[src/hw/rtl/bfh_pkg.sv]
package bfh_pkg;

	localparam int SAMPLE_BITS = 16;
	localparam int MAX_WIDTH   = 1024;
	localparam int MAX_HEIGHT  = 1024;
	localparam int WIN_DEPTH   = 2 * MAX_WIDTH + 3;
	localparam int ADDR_BITS   = $clog2(WIN_DEPTH);
	localparam int DIM_BITS    = 11;
	localparam int POS_BITS    = 10;
	// frame position runs up to width*height + width
	localparam int CNT_BITS    = 21;
	localparam int Q_BITS      = CNT_BITS + 1;
	localparam int CELL_BITS   = 4;
	localparam int SUM_BITS    = SAMPLE_BITS + CELL_BITS;
	localparam int RECIP_SHIFT = 24;
	localparam int RECIP_BITS  = RECIP_SHIFT + 1;
	localparam int PROD_BITS   = SUM_BITS + RECIP_BITS;

	localparam int CFG_IDX_BITS  = 2;
	localparam int CFG_DATA_BITS = 11;

	typedef enum logic [CFG_IDX_BITS-1:0] {
		REG_WIDTH  = 2'd0,
		REG_HEIGHT = 2'd1,
		REG_SMOOTH = 2'd2
	} reg_idx_t;

	typedef struct packed {
		logic [SAMPLE_BITS-1:0] height_sample;
		logic                   pad;
	} in_word_t;

	typedef struct packed {
		logic [SAMPLE_BITS-1:0] filtered_height;
		logic                   last_pixel;
	} out_word_t;

	typedef struct packed {
		logic                 load;
		logic [SUM_BITS-1:0]  sum;
		logic [CELL_BITS-1:0] count;
	} avg_req_t;

	// ceil(2^24 / count); exact quotient for any 20-bit numerator
	function automatic logic [RECIP_BITS-1:0] recip(input logic [CELL_BITS-1:0] count);
		logic [RECIP_BITS-1:0] r;
		case (count)
			4'd1:    r = 25'd16777216;
			4'd2:    r = 25'd8388608;
			4'd3:    r = 25'd5592406;
			4'd4:    r = 25'd4194304;
			4'd5:    r = 25'd3355444;
			4'd6:    r = 25'd2796203;
			4'd7:    r = 25'd2396746;
			4'd8:    r = 25'd2097152;
			4'd9:    r = 25'd1864136;
			default: r = '0;
		endcase
		return r;
	endfunction

endpackage

[src/hw/rtl/bfh_avg.sv]
module bfh_avg
	import bfh_pkg::*;
(
	input  logic                   clk,
	input  avg_req_t               req,
	output logic [SAMPLE_BITS-1:0] quot
);

	typedef logic [PROD_BITS-1:0] prod_t;

	logic [SUM_BITS-1:0] num;
	prod_t               prod_q;

	// round half up: (sum + count/2) / count
	assign num = req.sum + SUM_BITS'(req.count >> 1);

	always_ff @(posedge clk) begin
		if (req.load) begin
			prod_q <= prod_t'(num) * prod_t'(recip(req.count));
		end
	end

	assign quot = prod_q[RECIP_SHIFT +: SAMPLE_BITS];

endmodule

[config.mk]
export PLATFORM = sky130hd
export DESIGN_NAME = bfh_avg
export DESIGN_NICKNAME = d
export VERILOG_FILES = /design/src/hw/rtl/bfh_pkg.sv /design/src/hw/rtl/bfh_avg.sv
export SDC_FILE = /design/constraint.sdc
export NUM_CORES = 1
export LEC_CHECK = 0
export BUFFER_PORTS_ARGS = -buffer_cell sky130_fd_sc_hd__buf_2
export CAP_MARGIN = 20
export CELL_PAD_IN_SITES_DETAIL_PLACEMENT = 1
export CELL_PAD_IN_SITES_GLOBAL_PLACEMENT = 2
export CORE_ASPECT_RATIO = 0.8
export CORE_MARGIN = 2
export CORE_UTILIZATION = 30
export CTS_CLUSTER_SIZE = 28
export DETAILED_ROUTE_END_ITERATION = 10
export GPL_ROUTABILITY_DRIVEN = 1
export MAX_ROUTING_LAYER = met4
export PLACE_DENSITY_LB_ADDON = 0.1
export REMOVE_ABC_BUFFERS = 1
export SYNTH_ARGS = -nofsm -noshare
export SYNTH_HDL_FRONTEND = slang
export SYNTH_SLANG_ARGS = --single-unit
[constraint.sdc]
create_clock -name clk -period 8.4 [get_ports clk]
set_input_delay 0.42 -clock clk [delete_from_list [all_inputs] [get_ports clk]]
set_output_delay 0.42 -clock clk [all_outputs]
set_load 0.02 [all_outputs]
* After elaboration in Yosys (flattened, before gate mapping)
Memories as Yosys holds them, arrays and structs flattened.
Cells that the tools add are included.
** Word-level totals
- Memories kept :: 1
- Bits in read-only memories :: 400
- Register bits :: 40
- Logic and storage cells :: 5
- Input bits :: 26
** Operators by class
- Add/subtract/negate cells :: 1
- Multiplexer cells :: 1
- $mul :: 1
** Memory list
- (no name shown) :: depth 16, bits a word 25, read ports 1, clocked after Yosys merged registers in 0, write ports 0, RTL line bfh_pkg.sv:47 : case (count)
** Operators with widths (number)
- $mul 20x25->40 :: 1
- $mux 25 :: 1
- $add 20x3->20 :: 1

* Longest topological paths before layout
Gate-level depths: netlist of run 1.
An unclocked memory read counts as a cell.
- Word-level depth :: 3
- Depth in mapped cells :: 32
- Gate-level depth less buffers :: 31

* Worst setup path before layout of run 1
No wires, ideal clock.
- Path type :: in2reg
- From :: input port req[2] (netlist bit)
- To :: register prod_q[38], data pin
- Setup time :: 258 ps
- Path buffers :: 1
- Data arrival time :: 7716 ps
- Data required time :: 8142 ps
- Stages on the path :: 30
- Slack :: 427 ps
- Path through :: ha_1 > a21o_1 > a21oi_2 > nor2_1 > and3_1 > xor2_1 > clkbuf_1 > nand2_1 > fa_1 > inv_1 > fa_1 > inv_1 > fa_1 > inv_1 > fa_1 > fa_1 > fa_1 > inv_1 > fa_1 > inv_1 > ha_1 > a21oi_1 > o211ai_1 > a2111oi_0 > a31oi_1 > o21ai_1 > a211oi_2 > or3_1 > a21oi_1 > xnor2_1
** On the way
- Longest elaborated chain between the ends :: 3
- Elaborated cells between the ends (all ways) :: 4
- Those cells by class :: 1 x add/sub; 1 x mul; 1 x mux; 1 x memory
** RTL lines
- from (decl) :: RTL line bfh_avg.sv:5 : input avg_req_t req,
- parallel branches: the longest is 2 deep, another holds $add 20x3->20
- $mul 20x25->40 (*) :: RTL line bfh_avg.sv:19 : prod_q <= prod_t'(num) * prod_t'(recip(req.count));
- to (signal assigned) :: RTL line bfh_avg.sv:19
- to (decl) :: RTL line bfh_avg.sv:12 : prod_t prod_q;
Mark *: on every way between the ends. The select of a mux whose other input is x is not followed.
A chain may end at the register's enable or synchronous reset.

* Worst setup path in the final report of run 1
- From :: input port req[1] (netlist bit)
- To :: register prod_q[39], data pin
Same word-level chain as after synthesis.

==> results of run 1 <==
==> how the worst min path moves through the flow <==
stage | start | end | slack [ns] | cells past startpoint
after floorplan | req[24] | prod_q[24]$_DFFE_PP_ | 0.53 | 0
after global placement | prod_q[30]$_DFFE_PP_ | quot[6] | 0.88 | 1
after detailed placement | prod_q[30]$_DFFE_PP_ | quot[6] | 0.87 | 1
after CTS | req[24] | prod_q[35]$_DFFE_PP_ | 0.62 | 1
after global routing | req[24] | prod_q[36]$_DFFE_PP_ | 0.65 | 1
final | req[24] | prod_q[34]$_DFFE_PP_ | 0.62 | 1
==> layout by cell type (no fill, tap or decap), types with 7 or more instances in the layout <==
| cell type | n |
|---|---|
| nand2_1 | 213 |
| and2_1 | 13 |
| fa_2 | 20 |
| fa_1 | 364 |
| ha_4 | 8 |
| nor3_1 | 7 |
| a21oi_1 | 31 |
| nand3_1 | 10 |
| ha_1 | 121 |
| a21o_1 | 9 |
| nor2_1 | 142 |
| inv_1 | 460 |
| buf_6 | 7 |
| buf_2 | 37 |
| edfxtp_1 | 16 |
| buf_4 | 269 |
| o21ai_0 | 13 |
| xor2_1 | 21 |
| xnor2_1 | 30 |
| nor2_2 | 10 |
| buf_12 | 8 |
==> power by group through the flow <==
stage	Clock [mW]	Combinational (mW)	Sequential, mW
floorplan	0	1.64	0.239
global placement	0	2.96	0.193
detailed placement	0	2.97	0.192
CTS	0.103	3.05	0.192
global route	0.104	3.56	0.196
finish	0.0989	3.20	0.189
==> timing repair <==
action,4_1_cts,5_1_grt
pin swaps,0,53
gates resized for setup,13,95
buffers inserted,0,15
setup endpoints to repair,10,12
==> layer usage <==
layer / share of wire / track usage / vias up
met3: 0.045 / 0.01294 / 15
li1: - / - / 5267
met1: 0.52 / 0.3997 / 6289
met2: 0.43 / 0.3747 / 274
met5: 0 / - / -
met4: 0.0066 / 0.02062 / 0
==> metrics by stage <==
step	utilization	TNS [ns]	hold WS, ns	worst slack [ns]
finish	0.3780	0	0.6194	0.2472
global route	0.3779	-0.01282	0.6467	-0.01013
CTS	0.3668	-0.07722	0.6249	-0.03164
detailed placement	0.3641	-3.949	0.8698	-0.5230
global placement	0.3641	-4.202	0.8777	-0.5425
floorplan	-	0	0.5325	0.3737
==> cell type report <==
type / instances / share of cell area
sequential: 16 / 0.02633
tap: 629 / 0.04312
multi-input combinational: 1103 / 0.6957
timing repair buffer: 323 / 0.1351
inverter: 463 / 0.09523
clock inverter: 1 / 0.0002057
clock buffer: 3 / 0.004114
antenna: 1 / 0.0001371
==> cell families after synthesis <==
group                      after synthesis  synth area share
xor gates and xnor gates                60           0.03695
muxes                                    1         0.0006844
AOI/OAI and AO/OA                       88           0.03747
and+or+nand+nor                        440            0.1257
adders and majority gates              514            0.6368
DFF                                     16           0.03285
buffers and inverters                  504            0.1295
==> summary.txt, run 1 <==
Finish
  • Multi-input gate area: 12700 um2
  • Fillers: 5696
  • Register area: roughly 480 um2
  • Layout area overhead: 24.77%
  • Largest register by flop count: prod_q
  • Max reg flops: 16
  • Finished Layout Cells: 2539
  • Fin nets: 2450
  • Share of layout cells above drive strength 1: 0.2163
  • Leading registers by flop count: prod_q: 16 flops
  • Cell area after layout: 18250 um2

Clock tree
  • CTS Buf Count: 3
  • Clock sinks: 16
  • TritonCTS clock tree: done
  • CTS root buf: clkbuf_16
  • Htree depth: 1
  • Hold Buf Count CTS: 0
  • Clock transition at path regs: 0.05 ns
  • Longest Clk Path Bufs: 2

Status
  • Status: finished, final reports clean

STA
  • Slew HR: 0.3407
  • Slew Viols, Final: 0
  • Crit share post-route: 0.9706
  • Final hold viol count: 0
  • Worst slew pin tran: 0.9869 ns
  • Final setup vio count: 0
  • Fmax: 122.7 MHz
  • Minimum clock period: 8.153 ns
  • RSZ-0062 raised after global routing: yes

Place
  • Placed inst area: ~18000 um2
  • I/O Buffers: around 40
  • RePlAce Congestion: 0.9320
  • Post-DP HPWL: 52920 um
  • Cell total after placement: 2520

Setup path
  • Worst path most repeated cell: fa_1
  • Critical Path Source: req[1]
  • Crit path DAT: ~8.2 ns
  • CP bufs+invs: 7
  • Critical path data required time: 8.40 ns
  • Crit-path max cell delay: 0.61 ns
  • CP Class: input port to flop
  • CP startpoint kind: input port
  • CP max FO: 4
  • CP max stage cell: fa_2
  • Top delay family on crit path: adder cells
  • CP endpoint: prod_q[39]$_DFFE_PP_
  • Crit end category: flop
  • Critical path depth in cells: 32

Die
  • Die area: 50550 um2
  • Row count: 72
  • Core Area: 48290 um2
  • IO Pins: 42
  • Die X: approximately 250 um
  • Die Ht: 201.5 um
  • Initial Util: 0.3029

Detailed routing
  • Vias: 11850
  • Antenna-violating nets left: 0
  • Routed wire length: 59490 um
  • Vias per cell: about 4.7
  • DRC violations left: 0
  • DR iter-0 viols: 802
  • Drt first pass iters: 5
  • Routed len/inst: approximately 23 um

Synthesis
  • Largest area contributor in the netlist: fa_1
  • #FFs+latches synth: 16
  • Sequential-to-total area share from yosys stat: 0.03285
  • Synthesized area: about 15000 um2
  • Most frequent cells after synthesis: inv_1, fa_1, nand2_1
  • Synth top area share: 0.5256
  • Yosys warning total: 0
  • Most frequent cell after synthesis: inv_1
  • Synth async-reset ratio: 0
  • Distinct cells, synth: 50
  • Post-synth top flop: edfxtp_1
  • EDFF count, synth: 16
  • Synth top area cells: fa_1, inv_1, ha_1, nand2_1, nor2_1
  • Cell count after synthesis: between 1500 and 2000
  • Syn_area_per_cell: roughly 9 um2

Power
  • Clk pwr share: 0.028
  • Max VDD drop: around 0.28 mV
  • Leakage power: about 9.7 nW
  • Final Power: 3.486 mW
  • Internal: 1.639 mW
  • Sequential share of power: 0.054
  • Psw: 1.847 mW
  • Logic gate share of total power: 0.917
  • Sw Share: 0.5298
  • Power Density: 191.0 nW/um2

GRT
  • Tot GR Track Use: 0.2544
  • Initial antenna violation count: 1
  • First-pass GRT wire length: around 90000 um
  • Vias in the first global route: 13510
  • Pin count of the biggest net entering global routing: 19
  • Grt ovf: 0

Run
  • Max-Cap Viols: 0

Min path
  • Min-delay worst type: input port to flop
Note: power is estimated with default switching activity, not from simulation.
==> run 2, diff against run 1 <==
--- a/config.mk
+++ b/config.mk
@@ -5,7 +5,6 @@
 export SDC_FILE = /design/constraint.sdc
 export NUM_CORES = 1
 export LEC_CHECK = 0
-export BUFFER_PORTS_ARGS = -buffer_cell sky130_fd_sc_hd__buf_2
 export CAP_MARGIN = 20
 export CELL_PAD_IN_SITES_DETAIL_PLACEMENT = 1
 export CELL_PAD_IN_SITES_GLOBAL_PLACEMENT = 2
@@ -14,6 +13,7 @@
 export CORE_UTILIZATION = 30
 export CTS_CLUSTER_SIZE = 28
 export DETAILED_ROUTE_END_ITERATION = 10
+export DONT_BUFFER_PORTS = 1
 export GPL_ROUTABILITY_DRIVEN = 1
 export MAX_ROUTING_LAYER = met4
 export PLACE_DENSITY_LB_ADDON = 0.1
==> run 2 against run 1 <==
  * Highest routed layer unchanged
  * Global-route usage is 0.41 points higher
  * Hold slack worse by 0.35 ns
  * Critical path depth is 1 lower
  * Sequential power is 30% higher
  * Clock power hardly changed
  * Non-clock buffer count is 124 lower
  * Sequential share of layout area is 0.19 points higher
  * Combinational power is 12% lower
  * Cell area is 6.6% lower
  * Power is 9.0% lower
  * Count of clock-buffer cells in the layout stayed put
==> summary.txt, run 2 (synthesis gave the netlist of run 1 again) <==
Status
  • Status: finished, final reports clean

Die
  • Die Ht: ~200 um
  • Die area: between 50000 and 60000 um2
  • IO Pins: 42
  • Die X: roughly 250 um
  • Row count: 72
  • Initial Util: 0.3029
  • Core Area: 48290 um2

Finish
  • Finished Layout Cells: 2414
  • Fin nets: 2326
  • Commonest cells after routing, fill and taps aside: inv_1, fa_1, nand2_1, buf_4, nor2_1
  • Max reg flops: 16
  • N_diodes: 0
  • Most common cell after layout, fill and taps aside: inv_1
  • Leading registers by flop count: prod_q: 16 flops
  • Share of layout cells above drive strength 1: 0.1328
  • Largest register by flop count: prod_q
  • Fillers: between 5000 and 6000
  • Layout area overhead: 16.54%

Detailed routing
  • Vias: 11280
  • DR WL met3: between 4000 and 5000 um
  • Drt first pass iters: 5
  • Routed wire length: just over 60000 um
  • DR top layer: met4
  • Routed len/inst: about 25 um
  • Metal-1 WL: approximately 30000 um
  • Metal2 WL: 25510 um
  • DR iter-0 viols: 807
  • DRC violations left: 0
  • Antenna-violating nets left: 0
  • Vias per cell: about 4.7

GRT
  • Tot GR Track Use: 0.2585
  • First-pass GRT wire length: 90450 um
  • Pin count of the biggest net entering global routing: 19
  • Initial antenna violation count: 2
  • Grt ovf: 0
  • Vias in the first global route: 13180

Clock tree
  • TritonCTS clock tree: done
  • Clock sinks: 16
  • CTS root buf: clkbuf_16
  • Htree depth: 1
  • Longest Clk Path Bufs: 2
  • Hold Buf Count CTS: 0
  • CTS Buf Count: 3
  • Clock transition at path regs: 0.05 ns

Setup path
  • CP endpoint: prod_q[39]$_DFFE_PP_
  • Crit end category: flop
  • Crit-path max cell delay: around 0.63 ns
  • Critical path data required time: 8.39 ns
  • CP startpoint kind: input port
  • Worst path most repeated cell: fa_1
  • CP max FO: 6
  • CP max stage cell: fa_1
  • CP Class: input port to flop
  • Crit path DAT: 8.10 ns
  • Critical Path Source: req[1]

Power
  • Power Density: 186.2 nW/um2
  • Max VDD drop: 0.2677 mV
  • Leakage power: 9.092 nW

STA
  • WHS: ~0.27 ns
  • Worst slew pin tran: 0.7231 ns
  • Slew HR: 0.5144
  • Slew Viols, Final: 0
  • Final hold viol count: 0
  • Minimum clock period: 8.107 ns
  • Final setup vio count: 0
  • Fmax: 123.3 MHz
  • Crit share post-route: 0.9651

Run
  • Max-Cap Viols: 0

Place
  • RePlAce Congestion: between 0.9 and 1
  • Cell total after placement: ~2400
  • Post-DP HPWL: 53490 um
  • I/O Buffers: 0

Min path
  • Min-delay worst type: input port to flop
## run 2: what timing repair did
| action | in CTS | in global routing |
|---|---|---|
| setup buffers | 0 | 4 |
| pin swaps | 0 | 18 |
| endpoints found under the hold margin | 0 | 0 |
| endpoints found under the setup margin | 4 | 11 |
| cloned | 0 | 0 |
| gates resized for setup | 2 | 26 |
## run 2: power breakdown
group	leakage, nW	switching [mW]	internal [mW]
sequential	0.156	0.0638	0.182
combinational	8.90	1.63	1.20
clock	0.0385	0.0368	0.0635
## run 2: critical path: cells and delay by family
kind / cells / cell delay [ns]
AND/OR/NAND/NOR: 4 / 0.52
XOR/XNOR: 2 / 0.26
AO/OA/AOI/OAI: 7 / 1.31
adder cells (fa/ha/maj): 10 / 4.60
buffers and inverters: 8 / 0.96
## run 2: final cells by class
| type | count | area (um2) | area share |
|---|---|---|---|
| Clock buffer | 3 | 75.07 | 0.004404 |
| Clock inverter | 1 | 3.754 | 0.0002202 |
| Inverter | 463 | 1738 | 0.1020 |
| Multi-Input combinational cell | 1103 | 12390 | 0.7270 |
| Sequential cell | 16 | 480.5 | 0.02819 |
| Tap cell | 629 | 787.0 | 0.04617 |
| Timing Repair Buffer | 199 | 1569 | 0.09205 |
## run 2: how the worst min path moves through the flow
stage,startpoint,to,slack [ns],depth (start not counted)
final,req[24],prod_q[33]$_DFFE_PP_,0.27,0
after CTS,req[24],prod_q[31]$_DFFE_PP_,0.26,0
after floorplan,req[24],prod_q[24]$_DFFE_PP_,0.53,0
after detailed placement,req[24],prod_q[33]$_DFFE_PP_,0.54,0
after global routing,req[24],prod_q[33]$_DFFE_PP_,0.26,0
after global placement,req[24],prod_q[34]$_DFFE_PP_,0.53,0
## run 2: routing by layer
layer | track usage | up-vias
li1 | - | 5022
met1 | 0.3883 | 5909
met2 | 0.3705 | 299
met3 | 0.04295 | 45
met4 | 0.03890 | 0
met5 | - | -
## run 2: stage by stage
step	total power [mW]	setup slack, ns	utilization	TNS, ns	area (um2)
global route	3.537	-0.03501	0.3530	-0.09897	17050
CTS	3.162	0.04435	0.3495	0	16870
floorplan	1.875	0.3737	-	0	14470
detailed placement	3.015	-0.2665	0.3477	-1.550	16790
finish	3.174	0.2928	0.3530	0	17050
global placement	3.007	-0.4099	0.3477	-2.933	16790
==> run 3, diff against run 2 <==
==> constraint.sdc (replaced) <==
create_clock -name clk -period 8.6 [get_ports clk]
set_input_delay 0.43 -clock clk [delete_from_list [all_inputs] [get_ports clk]]
set_output_delay 0.43 -clock clk [all_outputs]
set_load 0.02 [all_outputs]
==> run 3 against run 2 <==
  * Global-route usage shrank 1.0 points
  * First-iteration DRC count down 32%
  * Utilization is 0.99 points lower
  * Die area unchanged
  * Hold slack improved by 0.011 ns
  * Via count fell by 2.4%
  * Power fell by 6.7%
  * Count of clock-buffer cells in the layout unchanged
  * Largest cell class unchanged
==> summary.txt, run 3 (synthesis gave the netlist of run 1 again) <==
Status
  • Status: finished, final reports clean

Finish
  • Commonest cells after routing, fill and taps aside: inv_1, fa_1, nand2_1, nor2_1, buf_4
  • Final core utilization: 0.3431
  • Cell area after layout: 16570 um2
  • Layout area overhead: 13.27%
  • Max reg flops: 16
  • Fin nets: between 2000 and 2500
  • Finished Layout Cells: about 2400
  • Largest register by flop count: prod_q
  • Share of layout cells above drive strength 1: 0.1021
  • N_diodes: 0
  • Fillers: 5651
  • Most common cell after layout, fill and taps aside: inv_1
  • Leading registers by flop count: prod_q: 16 flops

Clock tree
  • Hold Buf Count CTS: 0
  • TritonCTS clock tree: done
  • CTS root buf: clkbuf_16
  • Htree depth: 1
  • Clock sinks: 16
  • Longest Clk Path Bufs: 2
  • CTS Buf Count: 3
  • Clock transition at path regs: 0.05 ns

Die
  • Die X: 250.9 um
  • Core Area: around 48000 um2
  • Initial Util: 0.3029
  • Die area: 50550 um2
  • IO Pins: 42
  • Die Ht: 201.5 um
  • Row count: 72

STA
  • Final hold viol count: 0
  • Crit share post-route: 0.9585
  • Fmax: 121.3 MHz
  • Slew Viols, Final: 0
  • Final setup vio count: 0
  • Worst slew pin tran: 0.7844 ns
  • Minimum clock period: 8.243 ns
  • Slew HR: 0.4771

Setup path
  • CP max stage cell: fa_2
  • Crit end category: flop
  • CP startpoint kind: input port
  • CP max FO: 16
  • Worst path most repeated cell: fa_1
  • CP Class: input port to flop
  • Crit path DAT: 8.25 ns
  • Crit-path max cell delay: 0.65 ns
  • Critical path data required time: approximately 8.6 ns

Detailed routing
  • Routed len/inst: between 20 and 25 um
  • DRC violations left: 0
  • Vias: approximately 11000
  • DR iter-0 viols: 551
  • Antenna-violating nets left: 0
  • Routed wire length: 57930 um
  • Drt first pass iters: 5
  • Vias per cell: 4.678

GRT
  • Grt ovf: 0
  • First-pass GRT wire length: 86870 um
  • Pin count of the biggest net entering global routing: 19
  • Grt met2 use: 0.3511
  • Initial antenna violation count: 0
  • Vias in the first global route: 12480
  • Met1 Resource Use GR: 0.3684
  • GRT busiest layer: met1
  • Tot GR Track Use: 0.2481
  • Grt met3 use: 0.05589

Min path
  • Hold_sp: req[24]
  • Hold EP: prod_q[35]$_DFFE_PP_
  • Hold depth: 0
  • Min-delay worst type: input port to flop

Place
  • RePlAce Congestion: roughly 0.94
  • Cell total after placement: 2345
  • Placed inst area: approximately 16000 um2
  • Post-DP HPWL: 51320 um
  • I/O Buffers: 0

Power
  • Max VDD drop: ~0.20 mV
  • Power Density: 178.8 nW/um2
  • Leakage power: 8.806 nW

Run
  • Max-Cap Viols: 0
[run 3: timing repair]
item / in CTS / in global routing
pin swaps: 0 / 10
buffers inserted: 0 / 3
setup endpoints to repair: 2 / 11
gates resized for setup: 1 / 28
[run 3: worst max path at each step]
stage,end,depth (start not counted),slack (ns),from
floorplan,prod_q[38]$_DFFE_PP_,29,0.56,req[2]
global placement,prod_q[37]$_DFFE_PP_,30,-0.21,req[1]
detailed placement,prod_q[37]$_DFFE_PP_,30,-0.22,req[1]
CTS,prod_q[37]$_DFFE_PP_,30,0.07,req[1]
global route,prod_q[39]$_DFFE_PP_,30,-0.05,req[3]
finish,prod_q[37]$_DFFE_PP_,30,0.36,req[3]
[run 3: cell type report]
class | instances | area (um2) | area share
clock buffer | 3 | 75.07 | 0.004531
clock inverter | 1 | 3.754 | 0.0002266
inverter | 463 | 1738 | 0.1049
multi-input combinational | 1103 | 12390 | 0.7480
sequential | 16 | 480.5 | 0.02900
tap | 629 | 787.0 | 0.04750
timing repair buffer | 137 | 1091 | 0.06586
[run 3: stage by stage]
stage	power, mW	setup TNS, ns	hold slack (ns)	setup WS, ns
after floorplan	1.832	0	0.5425	0.5637
after global placement	2.839	-0.5769	0.5444	-0.2070
after detailed placement	2.827	-0.7271	0.5451	-0.2172
after CTS	2.971	0	0.2767	0.07266
after global routing	3.311	-0.04913	0.2741	-0.04913
final	2.962	0	0.2823	0.3567
[run 3: where the power goes]
group | leakage (nW) | switching (mW) | internal (mW) | total, mW
Clock | 0.0385 | 0.0329 | 0.0619 | 0.0949
Sequential | 0.156 | 0.0620 | 0.178 | 0.240
Combinational | 8.61 | 1.54 | 1.09 | 2.63
[run 3: layer usage]
| layer | routed length (um) | vias to the layer above |
|---|---|---|
| met4 | 902 | 0 |
| met3 | 4116 | 36 |
| met2 | 24220 | 268 |
| met1 | 28690 | 5812 |
| li1 | - | 4886 |
| met5 | 0 | - |
[run 3: worst max-delay path, delay by kind of cell]
kind                       cells  cell delay, ns
AOI/OAI and AO/OA              7            0.89
adders and majority gates      9            4.31
and+or+nand+nor                4            1.22
buffers and inverters          8            1.02
xor gates and xnor gates       2            0.34
